**config.mk**
```make
export PLATFORM = sky130hd
export DESIGN_NAME = dot_matrix_vu_meter
export DESIGN_NICKNAME = d
export VERILOG_FILES = /design/src/dmvu_pkg.sv /design/src/dmvu_cell.sv /design/src/dmvu_ctrl.sv /design/src/dot_matrix_vu_meter.sv
export SDC_FILE = /design/constraint.sdc
export NUM_CORES = 1
export LEC_CHECK = 0
export ABC_AREA = 1
export BUFFER_PORTS_ARGS = -buffer_cell sky130_fd_sc_hd__buf_4
export CAP_MARGIN = 20
export CELL_PAD_IN_SITES_DETAIL_PLACEMENT = 1
export CELL_PAD_IN_SITES_GLOBAL_PLACEMENT = 2
export CORE_UTILIZATION = 30
export CTS_CLUSTER_DIAMETER = 100
export CTS_CLUSTER_SIZE = 10
export DETAILED_ROUTE_END_ITERATION = 10
export PLACE_DENSITY = 0.75
export SYNTH_ARGS = -nofsm -noshare
export SYNTH_HDL_FRONTEND = slang
export SYNTH_SLANG_ARGS = --single-unit
```
**constraint.sdc**
```tcl
create_clock -name clk -period 16.86 [get_ports clk]
set_clock_uncertainty 0.1 [all_clocks]
set_input_delay 0.843 -clock clk [delete_from_list [all_inputs] [get_ports clk]]
set_output_delay 0.843 -clock clk [all_outputs]
set_load 0.01 [all_outputs]
```
**src/dmvu_pkg.sv**
```systemverilog
// Shared types and constants for the dot-matrix VU meter.
// No dependencies.
package dmvu_pkg;

  localparam int COLUMNS = 7;
  localparam int MIN_H = 4;
  localparam int MAX_H = 24;

  typedef struct packed {
    logic       clear;
    logic       tgt_en;
    logic       update;
    logic       load;
    logic       shift;
    logic       wobble_en;
    logic [6:0] level;
    logic [2:0] phase;
  } cell_ctl_t;

  // Bell profile divided by 20: 40,60,80,100,80,60,40.
  function automatic logic [2:0] bell_step(input int col);
    logic [2:0] s;
    case (col)
      0, 6:    s = 3'd2;
      1, 5:    s = 3'd3;
      2, 4:    s = 3'd4;
      default: s = 3'd5;
    endcase
    return s;
  endfunction

endpackage

```
**src/dmvu_cell.sv**
```systemverilog
// One meter column: bar height, target and row count, plus a shift stage for results.
// Depends on dmvu_pkg.
module dmvu_cell
  import dmvu_pkg::*;
#(
  parameter int COL      = 0,
  parameter int DOT_ROWS = 5
) (
  input  logic      clk,
  input  logic      rst,
  input  cell_ctl_t ctl,
  input  logic [2:0] rows_in,
  output logic [2:0] rows_out
);

  localparam logic [2:0] STEP   = bell_step(COL);
  localparam logic [2:0] OFFSET = 3'((3 * COL) % 7);
  localparam int MAX_M = (MAX_H - MIN_H) * (DOT_ROWS - 1) + (MAX_H - MIN_H) / 2;
  localparam int MW = $clog2(MAX_M + 1);
  localparam int YW = MW - 2;
  localparam int PW = YW + 8;

  logic [4:0]    bar;
  logic [4:0]    bar_next;
  logic [4:0]    target;
  logic [4:0]    target_next;
  logic [8:0]    scaled;
  logic [20:0]   lift_prod;
  logic [4:0]    lift;
  logic [3:0]    phase_sum;
  logic [2:0]    wobble;
  logic [4:0]    target_raw;
  logic [4:0]    target_sub;
  logic [4:0]    rise;
  logic [4:0]    fall_num;
  logic [7:0]    fall_prod;
  logic [4:0]    height_off;
  logic [MW-1:0] mval;
  logic [YW-1:0] yval;
  logic [PW-1:0] qprod;
  logic [4:0]    rows_full;
  logic [2:0]    rows;

  // target = 4 + level*step/25 + wobble - 3, clamped; wobble is 3 when wobble_en is off
  always_comb begin
    scaled     = 9'(ctl.level * STEP);
    lift_prod  = 21'(scaled) * 21'd2622;
    lift       = lift_prod[20:16];
    phase_sum  = {1'b0, ctl.phase} + {1'b0, OFFSET};
    wobble     = (phase_sum >= 4'd7) ? 3'(phase_sum - 4'd7) : phase_sum[2:0];
    target_raw = 5'(MIN_H) + lift + (ctl.wobble_en ? {2'b00, wobble} : 5'd3);
    target_sub = target_raw - 5'd3;
    if (target_sub < 5'(MIN_H)) begin
      target_next = 5'(MIN_H);
    end else if (target_sub > 5'(MAX_H)) begin
      target_next = 5'(MAX_H);
    end else begin
      target_next = target_sub;
    end
  end

  // fast attack, slow decay
  always_comb begin
    rise      = 5'((target - bar + 5'd1) >> 1);
    fall_num  = bar - target + 5'd2;
    fall_prod = 8'(fall_num) * 8'd11;
    if (target > bar) begin
      bar_next = bar + rise;
    end else if (target < bar) begin
      bar_next = bar - {2'b00, fall_prod[7:5]};
    end else begin
      bar_next = bar;
    end
  end

  // rows = 1 + ((bar-4)*(DOT_ROWS-1) + 10) / 20, saturated at 7
  always_comb begin
    height_off = bar - 5'(MIN_H);
    mval       = MW'(int'(height_off) * (DOT_ROWS - 1) + (MAX_H - MIN_H) / 2);
    yval       = mval[MW-1:2];
    qprod      = PW'(yval) * PW'(205);
    rows_full  = 5'(qprod[PW-1:10]) + 5'd1;
    rows       = (rows_full > 5'd7) ? 3'd7 : rows_full[2:0];
  end

  always_ff @(posedge clk) begin
    if (rst || ctl.clear) begin
      bar <= 5'(MIN_H);
    end else if (ctl.update) begin
      bar <= bar_next;
    end
  end

  always_ff @(posedge clk) begin
    if (ctl.tgt_en) begin
      target <= target_next;
    end
    if (ctl.load) begin
      rows_out <= rows;
    end else if (ctl.shift) begin
      rows_out <= rows_in;
    end
  end

endmodule

```
**src/dmvu_ctrl.sv**
```systemverilog
// Request decode, level and visibility state, tick sequencing and badge fields.
// Depends on dmvu_pkg; drives the column cells through cell_ctl_t.
module dmvu_ctrl
  import dmvu_pkg::*;
(
  input  logic        clk,
  input  logic        rst,
  input  logic        in_valid,
  output logic        in_ready,
  input  logic [1:0]  action,
  input  logic [7:0]  level_percent,
  input  logic        is_voiced,
  input  logic [31:0] now_ms,
  input  logic        stale_limit_we,
  input  logic [15:0] stale_limit_ms,
  output logic        out_valid,
  input  logic        out_ready,
  output logic [2:0]  column_index,
  output logic        peak_accent,
  output logic        badge_active,
  output logic [7:0]  badge_opacity,
  output logic [1:0]  icon_frame,
  output logic        last_column,
  output cell_ctl_t   ctl
);

  localparam logic [1:0] ACT_LEVEL = 2'd0;
  localparam logic [1:0] ACT_TICK  = 2'd1;
  localparam logic [1:0] ACT_SHOW  = 2'd2;
  localparam logic [1:0] ACT_HIDE  = 2'd3;

  localparam logic [1:0] REQ_NONE = 2'd0;
  localparam logic [1:0] REQ_SHOW = 2'd1;
  localparam logic [1:0] REQ_HIDE = 2'd2;

  localparam logic [2:0] S_IDLE = 3'd0;
  localparam logic [2:0] S_TGT  = 3'd1;
  localparam logic [2:0] S_MOVE = 3'd2;
  localparam logic [2:0] S_LOAD = 3'd3;
  localparam logic [2:0] S_EMIT = 3'd4;

  localparam logic [2:0] LAST_COL = 3'(COLUMNS - 1);

  logic [2:0]  state;
  logic [15:0] stale_limit;
  logic [6:0]  held_level;
  logic        held_voiced;
  logic [31:0] level_stamp;
  logic        stamp_valid;
  logic [1:0]  pending;
  logic        shown;
  logic [2:0]  tick_mod_seven;
  logic [1:0]  tick_mod_three;
  logic [6:0]  eff_level;
  logic        eff_voiced;
  logic [2:0]  col;

  logic        accept;
  logic        tick;
  logic        shown_next;
  logic        stale;
  logic [31:0] age;
  logic [2:0]  t7_base;
  logic [1:0]  t3_base;
  logic [22:0] opa_prod;

  assign accept = in_valid && in_ready;
  assign tick   = accept && (action == ACT_TICK);

  always_comb begin
    case (pending)
      REQ_SHOW: shown_next = 1'b1;
      REQ_HIDE: shown_next = 1'b0;
      default:  shown_next = shown;
    endcase
    age      = now_ms - level_stamp;
    stale    = !stamp_valid || (age > {16'd0, stale_limit});
    t7_base  = (pending == REQ_SHOW) ? 3'd0 : tick_mod_seven;
    t3_base  = (pending == REQ_SHOW) ? 2'd0 : tick_mod_three;
    opa_prod = 23'(eff_level) * 23'd34086;
  end

  always_ff @(posedge clk) begin
    if (rst) begin
      state          <= S_IDLE;
      stale_limit    <= 16'd280;
      held_level     <= 7'd0;
      held_voiced    <= 1'b0;
      level_stamp    <= 32'd0;
      stamp_valid    <= 1'b0;
      pending        <= REQ_NONE;
      shown          <= 1'b0;
      tick_mod_seven <= 3'd0;
      tick_mod_three <= 2'd0;
      col            <= 3'd0;
    end else begin
      if (stale_limit_we) begin
        stale_limit <= stale_limit_ms;
      end
      case (state)
        S_IDLE: begin
          if (accept) begin
            case (action)
              ACT_LEVEL: begin
                held_level  <= (level_percent > 8'd100) ? 7'd100 : level_percent[6:0];
                held_voiced <= is_voiced;
                level_stamp <= now_ms;
                stamp_valid <= 1'b1;
              end
              ACT_SHOW: pending <= REQ_SHOW;
              ACT_HIDE: pending <= REQ_HIDE;
              default: begin
                pending <= REQ_NONE;
                shown   <= shown_next;
                if (pending == REQ_HIDE) begin
                  held_level  <= 7'd0;
                  held_voiced <= 1'b0;
                  stamp_valid <= 1'b0;
                end
                if (shown_next) begin
                  tick_mod_seven <= (t7_base == 3'd6) ? 3'd0 : t7_base + 3'd1;
                  tick_mod_three <= (t3_base == 2'd2) ? 2'd0 : t3_base + 2'd1;
                  state          <= S_TGT;
                end
              end
            endcase
          end
        end
        S_TGT:  state <= S_MOVE;
        S_MOVE: state <= S_LOAD;
        S_LOAD: begin
          col   <= 3'd0;
          state <= S_EMIT;
        end
        S_EMIT: begin
          if (out_ready) begin
            col <= col + 3'd1;
            if (col == LAST_COL) begin
              state <= S_IDLE;
            end
          end
        end
        default: state <= S_IDLE;
      endcase
    end
  end

  // effective level latched at the tick; hide never reaches here
  always_ff @(posedge clk) begin
    if (tick && shown_next) begin
      eff_level  <= stale ? 7'd0 : held_level;
      eff_voiced <= stale ? 1'b0 : held_voiced;
    end
    if (state == S_TGT) begin
      badge_opacity <= eff_voiced ? 8'd48 + {2'b00, opa_prod[21:16]} : 8'd51;
    end
  end

  always_comb begin
    in_ready      = (state == S_IDLE);
    out_valid     = (state == S_EMIT);
    column_index  = col;
    last_column   = (col == LAST_COL);
    peak_accent   = eff_voiced;
    badge_active  = eff_voiced;
    icon_frame    = eff_voiced ? tick_mod_three + 2'd1 : 2'd0;
    ctl.clear     = tick && (pending == REQ_SHOW);
    ctl.tgt_en    = (state == S_TGT);
    ctl.update    = (state == S_MOVE);
    ctl.load      = (state == S_LOAD);
    ctl.shift     = out_valid && out_ready;
    ctl.wobble_en = (eff_level > 7'd3);
    ctl.level     = eff_level;
    ctl.phase     = tick_mod_seven;
  end

`ifndef ASSERT_OFF
  a_no_accept_while_emit: assert property (@(posedge clk) disable iff (rst)
    out_valid |-> !in_ready) else $error("input taken during emission");

  a_last_returns_idle: assert property (@(posedge clk) disable iff (rst)
    (out_valid && out_ready && last_column) |=> in_ready)
    else $error("no return to idle after last column");

  a_first_column_zero: assert property (@(posedge clk) disable iff (rst)
    $rose(out_valid) |-> (column_index == 3'd0)) else $error("tick starts mid-row");

  a_unvoiced_static_icon: assert property (@(posedge clk) disable iff (rst)
    (out_valid && !peak_accent) |-> (icon_frame == 2'd0 && badge_opacity == 8'd51))
    else $error("unvoiced badge fields wrong");
`endif

endmodule

```
**src/dot_matrix_vu_meter.sv**
```systemverilog
// Top level of the dot-matrix VU meter: controller plus a chain of column cells.
// Depends on dmvu_pkg, dmvu_ctrl and dmvu_cell.
//
// A level, show or hide request produces no result.
// A tick taken while the meter is shown produces seven column results, left to
// right; after the request is taken, the S_TGT, S_MOVE and S_LOAD states compute
// targets, bar heights and row counts in all seven cells at once, then the results
// shift out of the cell chain one per cycle while out_ready is high. No new
// request is taken until the last column result of a tick is accepted.
// Configuration writes take effect on the next cycle.
module dot_matrix_vu_meter
  import dmvu_pkg::*;
#(
  parameter int DOT_ROWS = 5
) (
  input  logic        clk,
  input  logic        rst,
  input  logic        in_valid,
  output logic        in_ready,
  input  logic [1:0]  action,
  input  logic [7:0]  level_percent,
  input  logic        is_voiced,
  input  logic [31:0] now_ms,
  input  logic        stale_limit_we,
  input  logic [15:0] stale_limit_ms,
  output logic        out_valid,
  input  logic        out_ready,
  output logic [2:0]  column_index,
  output logic [2:0]  lit_count,
  output logic        peak_accent,
  output logic        badge_active,
  output logic [7:0]  badge_opacity,
  output logic [1:0]  icon_frame,
  output logic        last_column
);

  cell_ctl_t  ctl;
  logic [2:0] rows_chain [COLUMNS+1];

  dmvu_ctrl u_ctrl (
    .clk            (clk),
    .rst            (rst),
    .in_valid       (in_valid),
    .in_ready       (in_ready),
    .action         (action),
    .level_percent  (level_percent),
    .is_voiced      (is_voiced),
    .now_ms         (now_ms),
    .stale_limit_we (stale_limit_we),
    .stale_limit_ms (stale_limit_ms),
    .out_valid      (out_valid),
    .out_ready      (out_ready),
    .column_index   (column_index),
    .peak_accent    (peak_accent),
    .badge_active   (badge_active),
    .badge_opacity  (badge_opacity),
    .icon_frame     (icon_frame),
    .last_column    (last_column),
    .ctl            (ctl)
  );

  assign rows_chain[COLUMNS] = 3'd0;

  for (genvar i = 0; i < COLUMNS; i++) begin : g_col
    dmvu_cell #(
      .COL      (i),
      .DOT_ROWS (DOT_ROWS)
    ) u_cell (
      .clk      (clk),
      .rst      (rst),
      .ctl      (ctl),
      .rows_in  (rows_chain[i+1]),
      .rows_out (rows_chain[i])
    );
  end

  assign lit_count = rows_chain[0];

endmodule
```
==> summary.md <==
| Metric | Value |
|---|---|
| Outcome | `complete, no violations` |
| Sw Ratio | `31.8%` |
| Syn_area_per_cell | `7.74 sq um` |
| CTS Buf Count | `17` |
| CTS sink count | `177` |
| Worst Setup Start Kind | `flip-flop` |
| Core Rows | `110` |
| Nets | `4535` |
| Setup slack, reg-to-reg | `8.85 ns` |
| Die Ht | `305 microns` |
| TNS Setup | `0 ns` |
| Slowest stage delay, CP | `0.67 ns` |
| Distinct cells, synth | `52` |
| Peak supply drop | `0.0814 mV` |
| Vias per Instance | `4.65` |
| Antenna violations before repair | `0` |
| Min-delay src | `u_ctrl.level_stamp[22]$_SDFFE_PP0P_` |
| Main synth FF type | `dfxtp_1` |
| Diodes inserted | `0` |
| First-pass GRT wire length | `116000 microns` |
| Slew Limit Fails | `0` |
| EDFF count, synth | `71` |
| Fraction of registers with async set/reset | `0%` |
| Synth Register Bits | `177` |
| Place WS | `8.89 ns` |
| Slowest-stage cell, CP | `edfxtp_1` |
| CTS Root Buffer Type | `clkbuf_16` |
| Seq/Total Area, Yosys | `15.5%` |
| Congestion Overflow GR | `0` |
| Max cap viols | `0` |
| Via count | `22473` |
| Latest clock arrival within the worst-skew pair | `0.50 ns` |
| Final-report setup violation count | `0` |
| Min Hold Slack | `0.359 ns` |
| Net Count, Synth | `4449` |
| LEAKAGE | `16.4 nW` |
| R2r endpoint | `g_col[5].u_cell.target[0]$_SDFFCE_PP0P_` |
| YS warnings | `0` |
| Post-synth top area cell | `ha_1` |
| Hold Path Depth | `2` |
| CTS tree | `done` |
| Path type of the worst min-delay path | `flip-flop to flip-flop` |
| Gate power share | `20.1%` |
| CP Capture Type | `flip-flop` |
| Ranking of synthesized cells by area | `ha_1 32%, inv_1 9.9%, fa_1 8.7%, nand2_1 8.2%, edfxtp_1 7.8%` |
| Metal2 WL | `32200 microns` |
| Fmax | `125 MHz` |
| Num ports | `85` |
| Crit path kind | `flip-flop to flip-flop` |
| RSZ-0062 raised after global routing | `false` |
| Register-to-Register Path Depth | `35` |
| Worst slew pin tran | `0.790 ns` |
| Detailed Route WL | `68600 microns` |
| Crit-path max FO | `12` |
| Tmin final | `8.01 ns` |
| Clk pin slew, worst setup/hold paths | `0.07 ns` |
| Core Region | `90400 sq um` |
| Htree depth | `4` |
| Pwr dens | `36.8 nW/um^2` |
| Total global-route track usage | `15.3%` |
| Met3 routed WL | `996 microns` |
| Setup slack after layout | `8.85 ns` |
| Cell Int Power | `0.000758 W` |
| Mapped Cells | `3554` |
| Worst Path Arrival | `8.16 ns` |
| Synth top cells by count | `726 x inv_1, 712 x ha_1, 603 x nand2_1` |
| Remaining antenna violation count after routing | `0` |
| Reg power frac | `40.7%` |
| Final hold violations | `0` |
| CP Data Required Time | `17.01 ns` |
| Vias in the first global route | `23681` |
| Drc violations | `0` |
| Hold endpoint | `u_ctrl.level_stamp[22]$_SDFFE_PP0P_` |
| Initial Utilization | `30.4%` |
| Filler Cells Inserted | `11033` |
| Layout cells sized above 1 | `5.26%` |
| Die area | `92900 sq um` |
| Post_cts resized | `0` |
| Post-DP HPWL | `59800 microns` |
| Highest Signal Layer | `met4` |
| Period utilisation layout | `47.5%` |
| Reg2reg start | `u_ctrl.eff_level[2]$_SDFFCE_PP0P_` |
| Largest net degree at the start of global routing | `65` |
| GP Congestion | `0.811` |
| Max_slew headroom | `47.1%` |
| Synth Cell Area | `27500 sq um` |
| Cell mode on critical path | `nand2_1` |
| Met1 WL | `34500 microns` |
| P_sw | `0.000354 W` |
| Area delta synth->final | `9.79%` |
| Synth top area share | `32.4%` |
| Die width | `305 microns` |
| CTS Hold Bufs | `0` |
| Post-CTS setup buffers | `0` |
| WL per Instance | `14.2 microns` |
| DRT Pass-1 Iters | `5` |
| Port buffer count | `83` |
| Finished Core Util | `33.4%` |
| DR iter-0 viols | `679` |
| Most frequent cell after synthesis | `inv_1` |
| Clk buf depth | `2` |
| Clock power frac | `39.2%` |
| Pwr Total | `0.00111 W` |
[routing by layer]
metal	GRT usage [%]	vias to the layer above
met3	1.69	46
met4	3.34	0
met5	0	-
met1	20.2	10588
met2	26.5	122
li1	-	11717
[registers in the layout, summed over array words and instances (netlist names), 3 cells and up]
signal,cells
g_col.u_cell.bar,35
g_col.u_cell.target,35
u_ctrl.level_stamp,32
g_col.u_cell.rows_out,21
u_ctrl.stale_limit,16
u_ctrl.badge_opacity,7
u_ctrl.eff_level,7
u_ctrl.held_level,7
u_ctrl.column_index,3
u_ctrl.state,3
u_ctrl.tick_mod_seven,3
[cell usage in the layout (no fill, tap or decap), types with 3 or more instances in the layout]
cell       instances
o21bai_1          10
inv_1            726
fa_1             119
o21a_1             7
dfxtp_1          106
xnor2_1           72
nand3b_1           9
nand3_2            3
o21ba_2            5
nand4_1           43
ha_1             712
a21oi_1          266
nand2_1          602
o31ai_1            4
nor4_1             5
nand3_1          141
a31o_2             3
o211ai_1          17
and3_1             4
o21ai_0          162
nor3_1            15
edfxtp_1          71
nand2_2            8
a31oi_1           19
buf_4             92
nor2_1           192
or2_2             31
a211oi_1          11
inv_6              8
clkinv_1           3
nor2_2            11
a21o_1            21
clkbuf_16         17
xor2_1           106
[layout make-up]
cell class	instances	area (sq um)	area share [%]
clock buffer	18	429	1.42
sequential	177	4250	14.1
timing repair buffer	93	718	2.38
clock inverter	14	166	0.551
multi-input combinational	2622	20400	67.6
inverter	729	2740	9.06
tap	1176	1470	4.87
[worst max path at each step]
stage | start | end | slack (ns) | depth (start not counted)
after global placement | u_ctrl.eff_level[1]$_SDFFCE_PP0P_ | g_col[5].u_cell.target[0]$_SDFFCE_PP0P_ | 9.03 | 36
after detailed placement | u_ctrl.eff_level[2]$_SDFFCE_PP0P_ | g_col[5].u_cell.target[0]$_SDFFCE_PP0P_ | 8.89 | 35
after global routing | u_ctrl.eff_level[1]$_SDFFCE_PP0P_ | g_col[5].u_cell.target[0]$_SDFFCE_PP0P_ | 8.18 | 36
final | u_ctrl.eff_level[2]$_SDFFCE_PP0P_ | g_col[5].u_cell.target[0]$_SDFFCE_PP0P_ | 8.85 | 35
after CTS | u_ctrl.eff_level[2]$_SDFFCE_PP0P_ | g_col[5].u_cell.target[0]$_SDFFCE_PP0P_ | 8.85 | 35
after floorplan | u_ctrl.eff_level[2]$_SDFFCE_PP0P_ | g_col[5].u_cell.target[0]$_SDFFCE_PP0P_ | 9.74 | 35
[power groups by stage]
stage,clock network (W),logic (W),registers (W)
global route,0.000465,0.000260,0.000454
detailed placement,0,0.000227,0.000463
global placement,0,0.000224,0.000463
floorplan,0,0.000157,0.000462
finish,0.000436,0.000224,0.000453
CTS,0.000452,0.000228,0.000453
[stage by stage]
step | cell area (sq um) | std cells
5_1_grt | 30200 | 4829
3_3_place_gp | 29600 | 4796
2_1_floorplan | 27500 | 3554
3_5_place_dp | 29600 | 4796
6_report | 30200 | 4829
4_1_cts | 30200 | 4828
[cell families after synthesis]
family,Yosys count,share of synthesized area (%)
mux,2,0.0728
fa+ha+maj,831,41.1
xor+xnor,178,5.67
compound gates,535,10.7
simple gates,1075,16.6
other cells,1,0.0136
buf+inv,755,10.4
flops,177,15.5
[worst max-delay path: cells and delay by family, from the launching register on]
kind	cells	cell delay [ns]
adders and majority gates	8	3.14
and+or+nand+nor	14	1.35
AOI/OAI and AO/OA	5	1.09
xor gates and xnor gates	3	0.83
DFF	1	0.67
buffers and inverters	5	0.56
Note: power is estimated with default switching activity, not from simulation.
